==> src/rtl/sha256_hash_stream_assert.svh <==
// Assertion macros for the SHA-256 stream hasher.
// Used by modules that check their own control logic.
`ifndef SHA256_HASH_STREAM_ASSERT_SVH
`define SHA256_HASH_STREAM_ASSERT_SVH
// implication checked on every clock, disabled in reset
`define SHS_ASSERT_IMP(label, clk, rst_n, a, c, msg) \
label: assert property (@(posedge clk) disable iff (!rst_n) (a) |-> (c)) else $error(msg);
// next-cycle implication
`define SHS_ASSERT_NEXT(label, clk, rst_n, a, c, msg) \
label: assert property (@(posedge clk) disable iff (!rst_n) (a) |=> (c)) else $error(msg);
`endif

==> src/rtl/shs_pkg.sv <==
// Package for the SHA-256 stream hasher: constants, round table, round functions.
// No dependencies.
`timescale 1ns / 1ps
package shs_pkg;
    localparam int BLOCK_BYTES = 64;
    localparam int LEN_OFFSET  = 56;
    localparam int ROUNDS      = 64;

    localparam logic [31:0] IV_256 [8] = '{
        32'h6a09e667, 32'hbb67ae85, 32'h3c6ef372, 32'ha54ff53a,
        32'h510e527f, 32'h9b05688c, 32'h1f83d9ab, 32'h5be0cd19};
    localparam logic [31:0] IV_224 [8] = '{
        32'hc1059ed8, 32'h367cd507, 32'h3070dd17, 32'hf70e5939,
        32'hffc00b31, 32'h68581511, 32'h64f98fa7, 32'hbefa4fa4};
    localparam logic [31:0] ROUND_K [64] = '{
        32'h428a2f98, 32'h71374491, 32'hb5c0fbcf, 32'he9b5dba5,
        32'h3956c25b, 32'h59f111f1, 32'h923f82a4, 32'hab1c5ed5,
        32'hd807aa98, 32'h12835b01, 32'h243185be, 32'h550c7dc3,
        32'h72be5d74, 32'h80deb1fe, 32'h9bdc06a7, 32'hc19bf174,
        32'he49b69c1, 32'hefbe4786, 32'h0fc19dc6, 32'h240ca1cc,
        32'h2de92c6f, 32'h4a7484aa, 32'h5cb0a9dc, 32'h76f988da,
        32'h983e5152, 32'ha831c66d, 32'hb00327c8, 32'hbf597fc7,
        32'hc6e00bf3, 32'hd5a79147, 32'h06ca6351, 32'h14292967,
        32'h27b70a85, 32'h2e1b2138, 32'h4d2c6dfc, 32'h53380d13,
        32'h650a7354, 32'h766a0abb, 32'h81c2c92e, 32'h92722c85,
        32'ha2bfe8a1, 32'ha81a664b, 32'hc24b8b70, 32'hc76c51a3,
        32'hd192e819, 32'hd6990624, 32'hf40e3585, 32'h106aa070,
        32'h19a4c116, 32'h1e376c08, 32'h2748774c, 32'h34b0bcb5,
        32'h391c0cb3, 32'h4ed8aa4a, 32'h5b9cca4f, 32'h682e6ff3,
        32'h748f82ee, 32'h78a5636f, 32'h84c87814, 32'h8cc70208,
        32'h90befffa, 32'ha4506ceb, 32'hbef9a3f7, 32'hc67178f2};

    typedef logic [31:0] word_t;

    // compressor control from the sequencer
    typedef struct packed {
        logic start;
    } cmp_ctl_t;

    typedef struct packed {
        logic busy;
        logic done;
    } cmp_sts_t;

    function automatic word_t rotr(input word_t x, input int n);
        rotr = (x >> n) | (x << (32 - n));
    endfunction

    function automatic word_t sig0(input word_t x);
        sig0 = rotr(x, 7) ^ rotr(x, 18) ^ (x >> 3);
    endfunction

    function automatic word_t sig1(input word_t x);
        sig1 = rotr(x, 17) ^ rotr(x, 19) ^ (x >> 10);
    endfunction
endpackage

==> src/rtl/shs_compress.sv <==
// SHA-256 compression: block words in a 16-entry schedule memory, one round a cycle.
// Depends on shs_pkg. Reads the block buffer memory of the top level by word.
`timescale 1ns / 1ps
module shs_compress
    import shs_pkg::*;
(
    input  logic        clk,
    input  logic        rst_n,
    input  cmp_ctl_t    ctl,
    input  word_t       chain_in [8],
    output logic [3:0]  blk_addr,
    input  word_t       blk_data,
    output word_t       work_out [8],
    output cmp_sts_t    sts
);
    `include "sha256_hash_stream_assert.svh"

    localparam logic [1:0] S_IDLE = 2'd0;
    localparam logic [1:0] S_LOAD = 2'd1;
    localparam logic [1:0] S_RUN  = 2'd2;
    localparam logic [1:0] S_DONE = 2'd3;

    logic [1:0] state_reg, state_next;
    logic [6:0] cnt_reg, cnt_next;
    word_t      v_reg [8];
    word_t      sched [16];  // schedule kept as shift window of 16 words
    word_t      w, t1, t2, s1e, s0a, ch, maj;

    // load phase: 16 word reads; the block memory read is registered
    assign blk_addr = cnt_reg[3:0];

    always_comb
    begin
        state_next = state_reg;
        cnt_next = cnt_reg;
        case (state_reg)
            S_IDLE:
            begin
                if (ctl.start)
                begin
                    state_next = S_LOAD;
                    cnt_next = '0;
                end
            end
            S_LOAD:
            begin
                cnt_next = cnt_reg + 7'd1;
                if (cnt_reg == 7'd16)
                begin
                    state_next = S_RUN;
                    cnt_next = '0;
                end
            end
            S_RUN:
            begin
                cnt_next = cnt_reg + 7'd1;
                if (cnt_reg == 7'(ROUNDS - 1))
                    state_next = S_DONE;
            end
            S_DONE:  state_next = S_IDLE;
            default: state_next = S_IDLE;
        endcase
    end

    always_ff @(posedge clk or negedge rst_n)
    begin
        if (!rst_n)
        begin
            state_reg <= S_IDLE;
            cnt_reg <= '0;
        end
        else
        begin
            state_reg <= state_next;
            cnt_reg <= cnt_next;
        end
    end

    // window: sched[0] is w[r], sched[1] w[r+1], sched[9] w[r+9], sched[14] w[r+14]
    always_comb
    begin
        w = sched[0];
        s1e = rotr(v_reg[4], 6) ^ rotr(v_reg[4], 11) ^ rotr(v_reg[4], 25);
        ch = (v_reg[4] & v_reg[5]) ^ (~v_reg[4] & v_reg[6]);
        t1 = v_reg[7] + s1e + ch + ROUND_K[cnt_reg[5:0]] + w;
        s0a = rotr(v_reg[0], 2) ^ rotr(v_reg[0], 13) ^ rotr(v_reg[0], 22);
        maj = (v_reg[0] & v_reg[1]) ^ (v_reg[0] & v_reg[2]) ^ (v_reg[1] & v_reg[2]);
        t2 = s0a + maj;
    end

    always_ff @(posedge clk)
    begin
        if (state_reg == S_LOAD && cnt_reg != 7'd0)
        begin
            for (int i = 0; i < 15; i++)
                sched[i] <= sched[i+1];
            sched[15] <= blk_data;
        end
        if (state_reg == S_LOAD && cnt_reg == 7'd16)
            for (int i = 0; i < 8; i++)
                v_reg[i] <= chain_in[i];
        if (state_reg == S_RUN)
        begin
            for (int i = 0; i < 15; i++)
                sched[i] <= sched[i+1];
            sched[15] <= sig1(sched[14]) + sched[9] + sig0(sched[1]) + sched[0];
            v_reg[7] <= v_reg[6];
            v_reg[6] <= v_reg[5];
            v_reg[5] <= v_reg[4];
            v_reg[4] <= v_reg[3] + t1;
            v_reg[3] <= v_reg[2];
            v_reg[2] <= v_reg[1];
            v_reg[1] <= v_reg[0];
            v_reg[0] <= t1 + t2;
        end
    end

    assign work_out = v_reg;
    assign sts.busy = (state_reg != S_IDLE);
    assign sts.done = (state_reg == S_DONE);

    `SHS_ASSERT_IMP(a_start_idle, clk, rst_n, ctl.start, state_reg == S_IDLE, "start while busy")
    `SHS_ASSERT_NEXT(a_run_done, clk, rst_n, state_reg == S_RUN && cnt_reg == 7'd63, sts.done, "no done after last round")
    `SHS_ASSERT_IMP(a_run_cnt, clk, rst_n, state_reg == S_RUN, cnt_reg < 7'd64, "round count out of range")
endmodule

==> src/rtl/sha256_hash_stream.sv <==
// SHA-256 / SHA-224 stream hasher, one message byte per item. Each accepted byte is
// written into a 64-byte block memory; the 64th byte of a block stalls the input
// while the compressor loads the schedule from the memory and runs 64 rounds, and
// the chain is updated. End of message adds one or two padding blocks (a fill sweep
// over the block memory plus a compression each) and eight or seven output items.
// No byte is taken while a block is compressed or padded or the digest is output.
`timescale 1ns / 1ps
module sha256_hash_stream
    import shs_pkg::*;
(
    input  logic        clk,
    input  logic        rst_n,
    input  logic        cfg_we,
    input  logic        cfg_wdata,
    input  logic        in_valid,
    output logic        in_stall,
    input  logic [7:0]  msg_byte,
    input  logic        byte_present,
    input  logic        end_of_message,
    output logic        out_valid,
    input  logic        out_stall,
    output logic [31:0] digest_word,
    output logic [2:0]  word_index,
    output logic        last_word
);
    `include "sha256_hash_stream_assert.svh"

    localparam logic [2:0] M_IDLE = 3'd0;
    localparam logic [2:0] M_CMP  = 3'd1;  // full data block compressing
    localparam logic [2:0] M_PAD  = 3'd2;  // padding sweep over block memory
    localparam logic [2:0] M_PCMP = 3'd3;  // padding block compressing
    localparam logic [2:0] M_OUT  = 3'd4;

    logic [2:0]  st_reg, st_next;
    logic        d224_reg;
    logic [5:0]  fill_reg;
    logic [63:0] bits_reg;
    logic [63:0] len_reg;
    logic        two_reg;      // a padding block follows the current block
    logic [6:0]  sw_reg;       // sweep position, 64 = done
    logic [2:0]  oi_reg;
    word_t       chain_reg [8];

    // block memory, four byte lanes so the compressor reads a word per cycle
    logic [7:0]  mem0 [16];
    logic [7:0]  mem1 [16];
    logic [7:0]  mem2 [16];
    logic [7:0]  mem3 [16];
    logic [3:0]  rd_addr;
    word_t       rd_data_reg;
    logic        wr_en;
    logic [5:0]  wr_addr;
    logic [7:0]  wr_data;

    cmp_ctl_t    cctl;
    cmp_sts_t    csts;
    word_t       work [8];

    logic in_acc, out_acc;
    logic [7:0] pad_byte;
    logic [5:0] sw;

    assign in_acc  = in_valid && !in_stall;
    assign out_acc = out_valid && !out_stall;
    assign in_stall = (st_reg != M_IDLE);
    assign sw = sw_reg[5:0];

    // padding byte at sweep position sw (fill is where 0x80 goes in the first block)
    always_comb
    begin
        pad_byte = 8'h00;
        if (!two_reg && sw >= 6'(LEN_OFFSET))
            pad_byte = len_reg[6'(63 - 8*(sw - 6'(LEN_OFFSET))) -: 8];
        else if (sw == fill_reg && sw_reg[6] == 1'b0 && len_reg[0] == 1'b0 && !bits_reg[0])
            pad_byte = 8'h80;
    end

    always_comb
    begin
        wr_en = 1'b0;
        wr_addr = fill_reg;
        wr_data = msg_byte;
        if (st_reg == M_IDLE && in_acc && byte_present)
            wr_en = 1'b1;
        else if (st_reg == M_PAD && sw_reg < 7'd64 && (sw >= fill_reg || two_reg == 1'b0))
        begin
            wr_en = (sw >= fill_reg) || (sw_reg >= 7'(LEN_OFFSET)) || (bits_reg[0]);
            wr_addr = sw;
            wr_data = pad_byte;
        end
    end

    always_ff @(posedge clk)
    begin
        if (wr_en)
            case (wr_addr[1:0])
                2'd0:    mem0[wr_addr[5:2]] <= wr_data;
                2'd1:    mem1[wr_addr[5:2]] <= wr_data;
                2'd2:    mem2[wr_addr[5:2]] <= wr_data;
                default: mem3[wr_addr[5:2]] <= wr_data;
            endcase
        rd_data_reg <= {mem0[rd_addr], mem1[rd_addr], mem2[rd_addr], mem3[rd_addr]};
    end

    shs_compress u_cmp (
        .clk      (clk),
        .rst_n    (rst_n),
        .ctl      (cctl),
        .chain_in (chain_reg),
        .blk_addr (rd_addr),
        .blk_data (rd_data_reg),
        .work_out (work),
        .sts      (csts)
    );

    always_comb
    begin
        st_next = st_reg;
        cctl.start = 1'b0;
        case (st_reg)
            M_IDLE:
            begin
                if (in_acc)
                begin
                    if (byte_present && fill_reg == 6'd63)
                    begin
                        st_next = M_CMP;
                        cctl.start = 1'b1;
                    end
                    else if (end_of_message)
                        st_next = M_PAD;
                end
            end
            M_CMP:
            begin
                if (csts.done)
                    st_next = two_reg ? M_PAD : M_IDLE;
            end
            M_PAD:
            begin
                if (sw_reg == 7'd64)
                begin
                    st_next = M_PCMP;
                    cctl.start = 1'b1;
                end
            end
            M_PCMP:
            begin
                if (csts.done)
                    st_next = two_reg ? M_PAD : M_OUT;
            end
            M_OUT:
            begin
                if (out_acc && last_word)
                    st_next = M_IDLE;
            end
            default: st_next = M_IDLE;
        endcase
    end

    always_ff @(posedge clk or negedge rst_n)
    begin
        if (!rst_n)
        begin
            st_reg <= M_IDLE;
            d224_reg <= 1'b0;
            fill_reg <= '0;
            bits_reg <= '0;
            len_reg <= '0;
            two_reg <= 1'b0;
            sw_reg <= '0;
            oi_reg <= '0;
            for (int i = 0; i < 8; i++)
                chain_reg[i] <= IV_256[i];
        end
        else
        begin
            st_reg <= st_next;
            if (cfg_we)
            begin
                d224_reg <= cfg_wdata;
                fill_reg <= '0;
                bits_reg <= '0;
                for (int i = 0; i < 8; i++)
                    chain_reg[i] <= cfg_wdata ? IV_224[i] : IV_256[i];
            end
            else
            begin
                case (st_reg)
                    M_IDLE:
                    begin
                        if (in_acc)
                        begin
                            logic [5:0] f;
                            f = fill_reg;
                            if (byte_present)
                            begin
                                f = fill_reg + 6'd1;
                                fill_reg <= f;
                                if (fill_reg == 6'd63)
                                    bits_reg <= bits_reg + 64'd512;
                            end
                            len_reg <= bits_reg + (byte_present && fill_reg == 6'd63
                                       ? 64'd512 : {55'd0, f, 3'd0});
                            sw_reg <= '0;
                            oi_reg <= '0;
                            // two pad blocks, or end pending after a full block
                            if (end_of_message && !(byte_present && fill_reg == 6'd63))
                                two_reg <= (f >= 6'(LEN_OFFSET));
                            else
                                two_reg <= end_of_message && byte_present
                                           && fill_reg == 6'd63;
                        end
                    end
                    M_CMP:
                    begin
                        if (csts.done)
                        begin
                            for (int i = 0; i < 8; i++)
                                chain_reg[i] <= chain_reg[i] + work[i];
                            // end of message arrived with the 64th byte: pad an empty tail
                            if (two_reg)
                                two_reg <= 1'b0;
                        end
                    end
                    M_PAD:
                    begin
                        if (sw_reg != 7'd64)
                            sw_reg <= sw_reg + 7'd1;
                    end
                    M_PCMP:
                    begin
                        if (csts.done)
                        begin
                            for (int i = 0; i < 8; i++)
                                chain_reg[i] <= chain_reg[i] + work[i];
                            sw_reg <= '0;
                            if (two_reg)
                            begin
                                two_reg <= 1'b0;
                                fill_reg <= '0;
                                bits_reg[0] <= 1'b1;  // marks 0x80 already placed
                            end
                        end
                    end
                    M_OUT:
                    begin
                        if (out_acc)
                        begin
                            oi_reg <= oi_reg + 3'd1;
                            if (last_word)
                            begin
                                fill_reg <= '0;
                                bits_reg <= '0;
                                for (int i = 0; i < 8; i++)
                                    chain_reg[i] <= d224_reg ? IV_224[i] : IV_256[i];
                            end
                        end
                    end
                    default: ;
                endcase
            end
        end
    end

    assign out_valid   = (st_reg == M_OUT);
    assign digest_word = chain_reg[oi_reg];
    assign word_index  = oi_reg;
    assign last_word   = d224_reg ? (oi_reg == 3'd6) : (oi_reg == 3'd7);

    `SHS_ASSERT_IMP(a_no_in_busy, clk, rst_n, csts.busy, in_stall, "input taken while compressing")
    `SHS_ASSERT_IMP(a_out_only, clk, rst_n, out_valid, !csts.busy, "output during compression")
    `SHS_ASSERT_NEXT(a_out_end, clk, rst_n, out_acc && last_word, st_reg == M_IDLE, "output not closed")
endmodule

==> config.mk <==
export PLATFORM = sky130hd
export DESIGN_NAME = sha256_hash_stream
export DESIGN_NICKNAME = d
export VERILOG_FILES = /design/src/rtl/shs_pkg.sv /design/src/rtl/shs_compress.sv /design/src/rtl/sha256_hash_stream.sv
export VERILOG_INCLUDE_DIRS = /design/src /design/src/rtl
export SDC_FILE = /design/constraint.sdc
export NUM_CORES = 2
export LEC_CHECK = 0
export CORE_MARGIN = 1.5
export CORE_UTILIZATION = 40
export CTS_BUF_LIST = sky130_fd_sc_hd__clkbuf_4
export CTS_CLUSTER_DIAMETER = 80
export DETAILED_ROUTE_END_ITERATION = 10
export DONT_BUFFER_PORTS = 1
export SLEW_MARGIN = 5
export SYNTH_ARGS = -nofsm -noshare
export SYNTH_HDL_FRONTEND = slang
export SYNTH_SLANG_ARGS = --single-unit
==> constraint.sdc <==
create_clock -name clk -period 17.79 [get_ports clk]
set_input_delay 0 -clock clk [delete_from_list [all_inputs] [get_ports clk]]
set_output_delay 0 -clock clk [all_outputs]
set_load 0.05 [all_outputs]
After elaboration in Yosys (flattened, before gate mapping)

Memories as Yosys holds them, arrays and structs flattened. A register that Yosys moved wholly into a read port is not among the register bits.
Index checks and enable logic that the tools add are counted.

$add $sub $neg: 26
$lt $le $gt $ge: 7
Equality and inequality tests: 37
Shift-type cells: 1
Mux-type cells: 122
Bitwise operators: 49
Reduce and logical (&&, ||, !) cells: 51

Operator list:

| operator                                        | count |
|---|---|
| two-way mux 256 bit                             | 6 |
| two-way mux 32 bit                              | 30 |
| adder 32 bit                                    | 18 |
| case mux 256 bit (2 select lines)               | 1 |
| two-way mux 64 bit                              | 6 |
| XOR 32 bit                                      | 9 |
| bitwise AND 32 bit                              | 5 |
| case mux 63 bit (2 select lines)                | 1 |
| two-way mux 31 bit                              | 4 |
| binary-select mux 32 bit (select 3 bit)         | 1 |
| variable part select 71 x 7 -> 8 bit            | 1 |
| two-way mux 6 bit                               | 11 |
| adder 64 x 10 -> 64 bit                         | 1 |
| adder 64 x 10 -> 64 bit (second input constant) | 1 |
| two-way mux 28 bit                              | 2 |
| case mux 7 bit (3 select lines)                 | 2 |
| two-way mux 7 bit                               | 5 |
| two-way mux 8 bit                               | 4 |
| inverter 32 bit                                 | 1 |
| bitwise OR 10 x 32 -> 32 bit                    | 1 |
| bitwise OR 13 x 32 -> 32 bit                    | 1 |
| bitwise OR 14 x 32 -> 32 bit                    | 1 |
| bitwise OR 15 x 32 -> 32 bit                    | 1 |
| bitwise OR 19 x 32 -> 32 bit                    | 1 |
| 65 further kinds                                | 179 |

Register bits after elaboration: 670
Bits in writable memories: 1024
Bits in read-only memories: 2048
Input port bits: 16
Memories kept: 6

Memories:

| memory          | depth | width | read ports | clocked after memory_dff | write ports | RTL line                 | source |
|---|---|---|---|---|---|---|---|
| (no name shown) | 64    | 32    | 1          | 0                        | 0           | shs_compress.sv:85       | `t1 = v_reg[7] + s1e + ch + ROUND_K[cnt_reg[5:0]] + w;` |
| u_cmp.sched     | 16    | 32    | 16         | 0                        | 16          | shs_compress.sv:26       | `word_t sched [16];` |
| mem0            | 16    | 8     | 1          | 1                        | 1           | sha256_hash_stream.sv:45 | `logic [7:0] mem0 [16];` |
| mem1            | 16    | 8     | 1          | 1                        | 1           | sha256_hash_stream.sv:46 | `logic [7:0] mem1 [16];` |
| mem2            | 16    | 8     | 1          | 1                        | 1           | sha256_hash_stream.sv:47 | `logic [7:0] mem2 [16];` |
| mem3            | 16    | 8     | 1          | 1                        | 1           | sha256_hash_stream.sv:48 | `logic [7:0] mem3 [16];` |

Longest topological paths before layout

Depth in word-level cells: 11
Mapped depth: 43
Depth with buffers taken out: 40

By module

From an unflattened synthesis, not the netlist that was laid out.

Cells, all modules: 7847
Area total of the unflattened synthesis: 95535.4 µm²

Modules (own cells, without submodules):

| module             | times used | cells each | area each (µm²) |
|---|---|---|---|
| sha256_hash_stream | 1          | 4524       | 52067.4 |
| shs_compress       | 1          | 3323       | 43467.9 |

Worst setup path after synthesis

Ideal clock, no wire load.

Path type: register to register
Start: register u_cmp.cnt_reg[0]
End: memory u_cmp.sched[0][0] in the netlist's numbering (enable)
Data arrival time: 10.874 ns
Setup slack: 3.284 ns
Stages on the path, launching flop included: 11
Buffers on the path: 4
Clock period less this slack: 14.506 ns
Cells stage by stage: dfrtp_1 -> clkbuf_1 -> clkbuf_1 -> buf_1 -> inv_1 -> ha_1 -> nor4b_1 -> nand2_1 -> nand2_1 -> clkbuf_1 -> nand2_1

RTL lines:

| item                     | RTL line           | source |
|---|---|---|
| start: declaration       | shs_compress.sv:24 | `logic [6:0] cnt_reg, cnt_next;` |
| start signal: assignment | shs_compress.sv:75 | `cnt_reg <= cnt_next;` |
| end: declaration         | shs_compress.sv:26 |  |

Worst setup path in the final report

Start: register u_cmp.cnt_reg[1]
End: register u_cmp.v_reg (netlist bit u_cmp.work_out[255]), data pin

Cells in the longest elaborated chain, start to end: 8

RTL lines:

| item                                                  | RTL line            | source |
|---|---|---|
| inverter 6 -> 7 bit (not written as such)             | shs_compress.sv:85  |  |
| memory (64 x 32 bit)                                  | -                   |  |
| two-way mux 32 bit (not written as such) (2 in a row) | shs_compress.sv:85  |  |
| adder 32 bit (2 in a row)                             | shs_compress.sv:85  |  |
| adder 32 bit                                          | shs_compress.sv:114 | `v_reg[0] <= t1 + t2;` |
| two-way mux 256 bit                                   | shs_compress.sv:102 | `if (state_reg == S_RUN)` |
| end signal: indexed assignment                        | shs_compress.sv:101 | `v_reg[i] <= chain_in[i];` |
| end: declaration                                      | shs_compress.sv:25  | `word_t v_reg [8];` |

Every way passes these cells. The select of a mux whose other input is x is not followed.
A chain may end at the register's enable or synchronous reset.

==> results.json <==
{
  "drtIter0Drc": 7019,
  "route.antenna.remaining_nets": 0,
  "crit_family": "compound AO/OA/AOI/OAI gates",
  "gp_congestion": 0.9336,
  "ys_seq_area_share_pct": 52.50,
  "ys_seq_elements": 1716,
  "setup_viol": 0,
  "synthCells": 7621,
  "fp.dieH_um": 487.8,
  "setup-tns-final_ns": 0,
  "worst-setup-path-type": "reg -> reg",
  "grt.total_usage_pct": 24.10,
  "dr.pass1.iters": 8,
  "cp_data_required_time_ns": 19.03,
  "htreeDepth": 5,
  "synthArstFlopShare_pct": 23.54,
  "cpMostUsedCell": "fa_1",
  "final_common_cell": "edfxtp_1",
  "slew_violations": 0,
  "min_path_cells": 7,
  "slowest_delay_ns": 0.86,
  "grt_pass1_vias": 62890,
  "cts_buffers": 471,
  "cts_tree": "done",
  "rows": 177,
  "cts_sinks": 1716,
  "path_buf_inv": 3,
  "worstSkewPairLatency_ns": 1.50,
  "post_drt_wl_per_cell_um": 25.41,
  "fmax_ghz": 0.08643,
  "critical_path.slowest_cell": "ha_1",
  "drc_errors": 0,
  "vias": 64890,
  "crit_fanout": 41,
  "tightest_slew_ns": 1.342,
  "globalRouteOverflowTotal": 0,
  "start_kind": "flip-flop",
  "grt_pass1_wl_um": 426100,
  "core-area_um2": 233200,
  "maxCapViolCount": 0,
  "io_buffers": 0,
  "postCtsSetupRepairBufs": 0,
  "hp-class": "in -> reg",
  "final_cell_mix": "1,280 x edfxtp_1, 694 x clkbuf_4, 557 x nand2_1",
  "ys.flop_type": "edfxtp_1",
  "synthToLayoutAreaGrowth_pct": 10.94,
  "startpoint": "u_cmp.cnt_reg[1]$_DFFE_PN0P_",
  "grt_setup_unrepaired": "no",
  "clockRootBuffer": "clkbuf_4",
  "io_pins": 54,
  "cts.clk_slew.worst_paths_ns": 0.07,
  "drive_gt1_share_pct": 19.11,
  "hold_ws_ns": 0.2296,
  "r2r_start": "u_cmp.cnt_reg[1]$_DFFE_PN0P_",
  "grt_start_max_net_pins": 257,
  "hold_viol": 0,
  "dieArea_um2": 238000,
  "synth_nets": 8243,
  "period_share_pct": 65.04,
  "yosys_warnings": 0,
  "antenna_found_initial": 14,
  "via_per_inst": 5.694,
  "skew_ns": 0.2593,
  "hp-start": "byte_present",
  "maxSlewHeadroom_pct": 10.54,
  "synth_cell_types": 96,
  "status": "complete, no violations",
  "start_util_pct": 40.31,
  "final.min_clock_period_ns": 11.57,
  "fin_nets": 8513,
  "die_x_um": 487.8,
  "cp.depth": 36,
  "reg2regPathDepth": 36,
  "syn_area_um2": 94010,
  "ctsResizeCount": 0,
  "clock_path_buffers": 4,
  "critPathArrivalTime_ns": 12.81,
  "cts_hold_buf": 50,
  "synth_edf_count": 1280,
  "endpoint_kind": "flip-flop",
  "wirelength_um": 289600,
  "largest_reg_flops": 512,
  "nFillCells": 21410,
  "syn_area_per_cell_um2": 12.34,
  "place_hpwl_um": 202300
}
[stage by stage]
stage,utilization [%],setup WS [ns],area [um2],std cells
3_5_place_dp,41.86,6.231,97620,10500
2_1_floorplan,-,3.284,94010,7621
3_3_place_gp,41.86,6.320,97620,10500
5_1_grt,44.72,5.597,104300,11400
4_1_cts,44.69,6.385,104200,11390
6_report,44.73,6.220,104300,11400
[final timing paths]
path                                                 end  slack, ns
min in group asynchronous     chain_reg[106]$_DFFE_PN0P_       0.49
max                        u_cmp.work_out[255]$_DFFE_PP_       6.22
max reg2reg                u_cmp.work_out[255]$_DFFE_PP_       6.22
max in group asynchronous      word_index[1]$_DFFE_PN0P_      15.45
min reg2reg                u_cmp.sched[0][192]$_DFFE_PP_       0.27
min                              fill_reg[3]$_DFFE_PN0P_       0.23
[Yosys cell counts, types with 50 or more instances]
cell	instances	area share [%]
a211oi_1	54	0.43
a21o_1	161	1.3
a21oi_1	511	2.7
a31oi_1	68	0.45
clkbuf_1	302	1.2
dfrtp_1	268	7.1
dfstp_2	136	3.8
edfxtp_1	1280	41
fa_1	195	4.2
ha_1	411	5.5
inv_1	291	1.2
mux2_2	284	3.4
mux4_2	241	5.8
nand2_1	565	2.3
nand2b_1	83	0.55
nand3_1	128	0.68
nor2_1	543	2.2
nor2b_1	57	0.38
nor3_1	98	0.52
o21ai_0	495	2.6
o31ai_1	50	0.40
xnor2_1	433	4.0
xor2_1	233	2.2
[worst reg2reg max path, delay by kind of cell (launching register included)]
family	cells	cell delay (ns)
AOI/OAI and AO/OA	18	4.77
adders and majority gates	8	3.78
and+or+nand+nor	7	1.27
DFF	1	0.84
buffers and inverters	3	0.83
[per-layer routing]
| metal | global-route usage, % | vias to the layer above | share of wire (%) | wire length [um] |
|---|---|---|---|---|
| met3 | 4.932 | 450 | 7.9 | 22810 |
| met5 | 0 | - | 0.0041 | 12 |
| met4 | 7.296 | 2 | 2.8 | 7976 |
| met1 | 35.21 | 32810 | 45 | 130900 |
| met2 | 35.90 | 2578 | 44 | 127900 |
| li1 | - | 29050 | - | - |
[area by class of cell]
type,instances,area [um2],share of cell area [%]
Sequential cell,1716,49380,47.34
Tap cell,3132,3919,3.757
Timing Repair Buffer,150,1351,1.296
Antenna cell,8,20.02,0.01919
Inverter,295,1109,1.063
Clock inverter,145,863.3,0.8277
Multi-Input combinational cell,5257,42450,40.70
Clock buffer,694,5210,4.995
[kinds of logic (layout without fill, tap and decap cells)]
| group | after synthesis | after routing | share of synthesized area, % |
|---|---|---|---|
| buffers and inverters | 648 | 1284 | 2.601 |
| and+or+nand+nor | 1700 | 1700 | 8.162 |
| DFF | 1716 | 1716 | 52.50 |
| muxes | 553 | 553 | 9.473 |
| xor gates and xnor gates | 666 | 666 | 6.205 |
| AOI/OAI and AO/OA | 1709 | 1709 | 11.20 |
| other | 1 | 9 | 0.003989 |
| adders and majority gates | 628 | 628 | 9.856 |
Power is not shown: default switching activity piles up to over one toggle a cycle in this logic, so the estimate is an artifact.
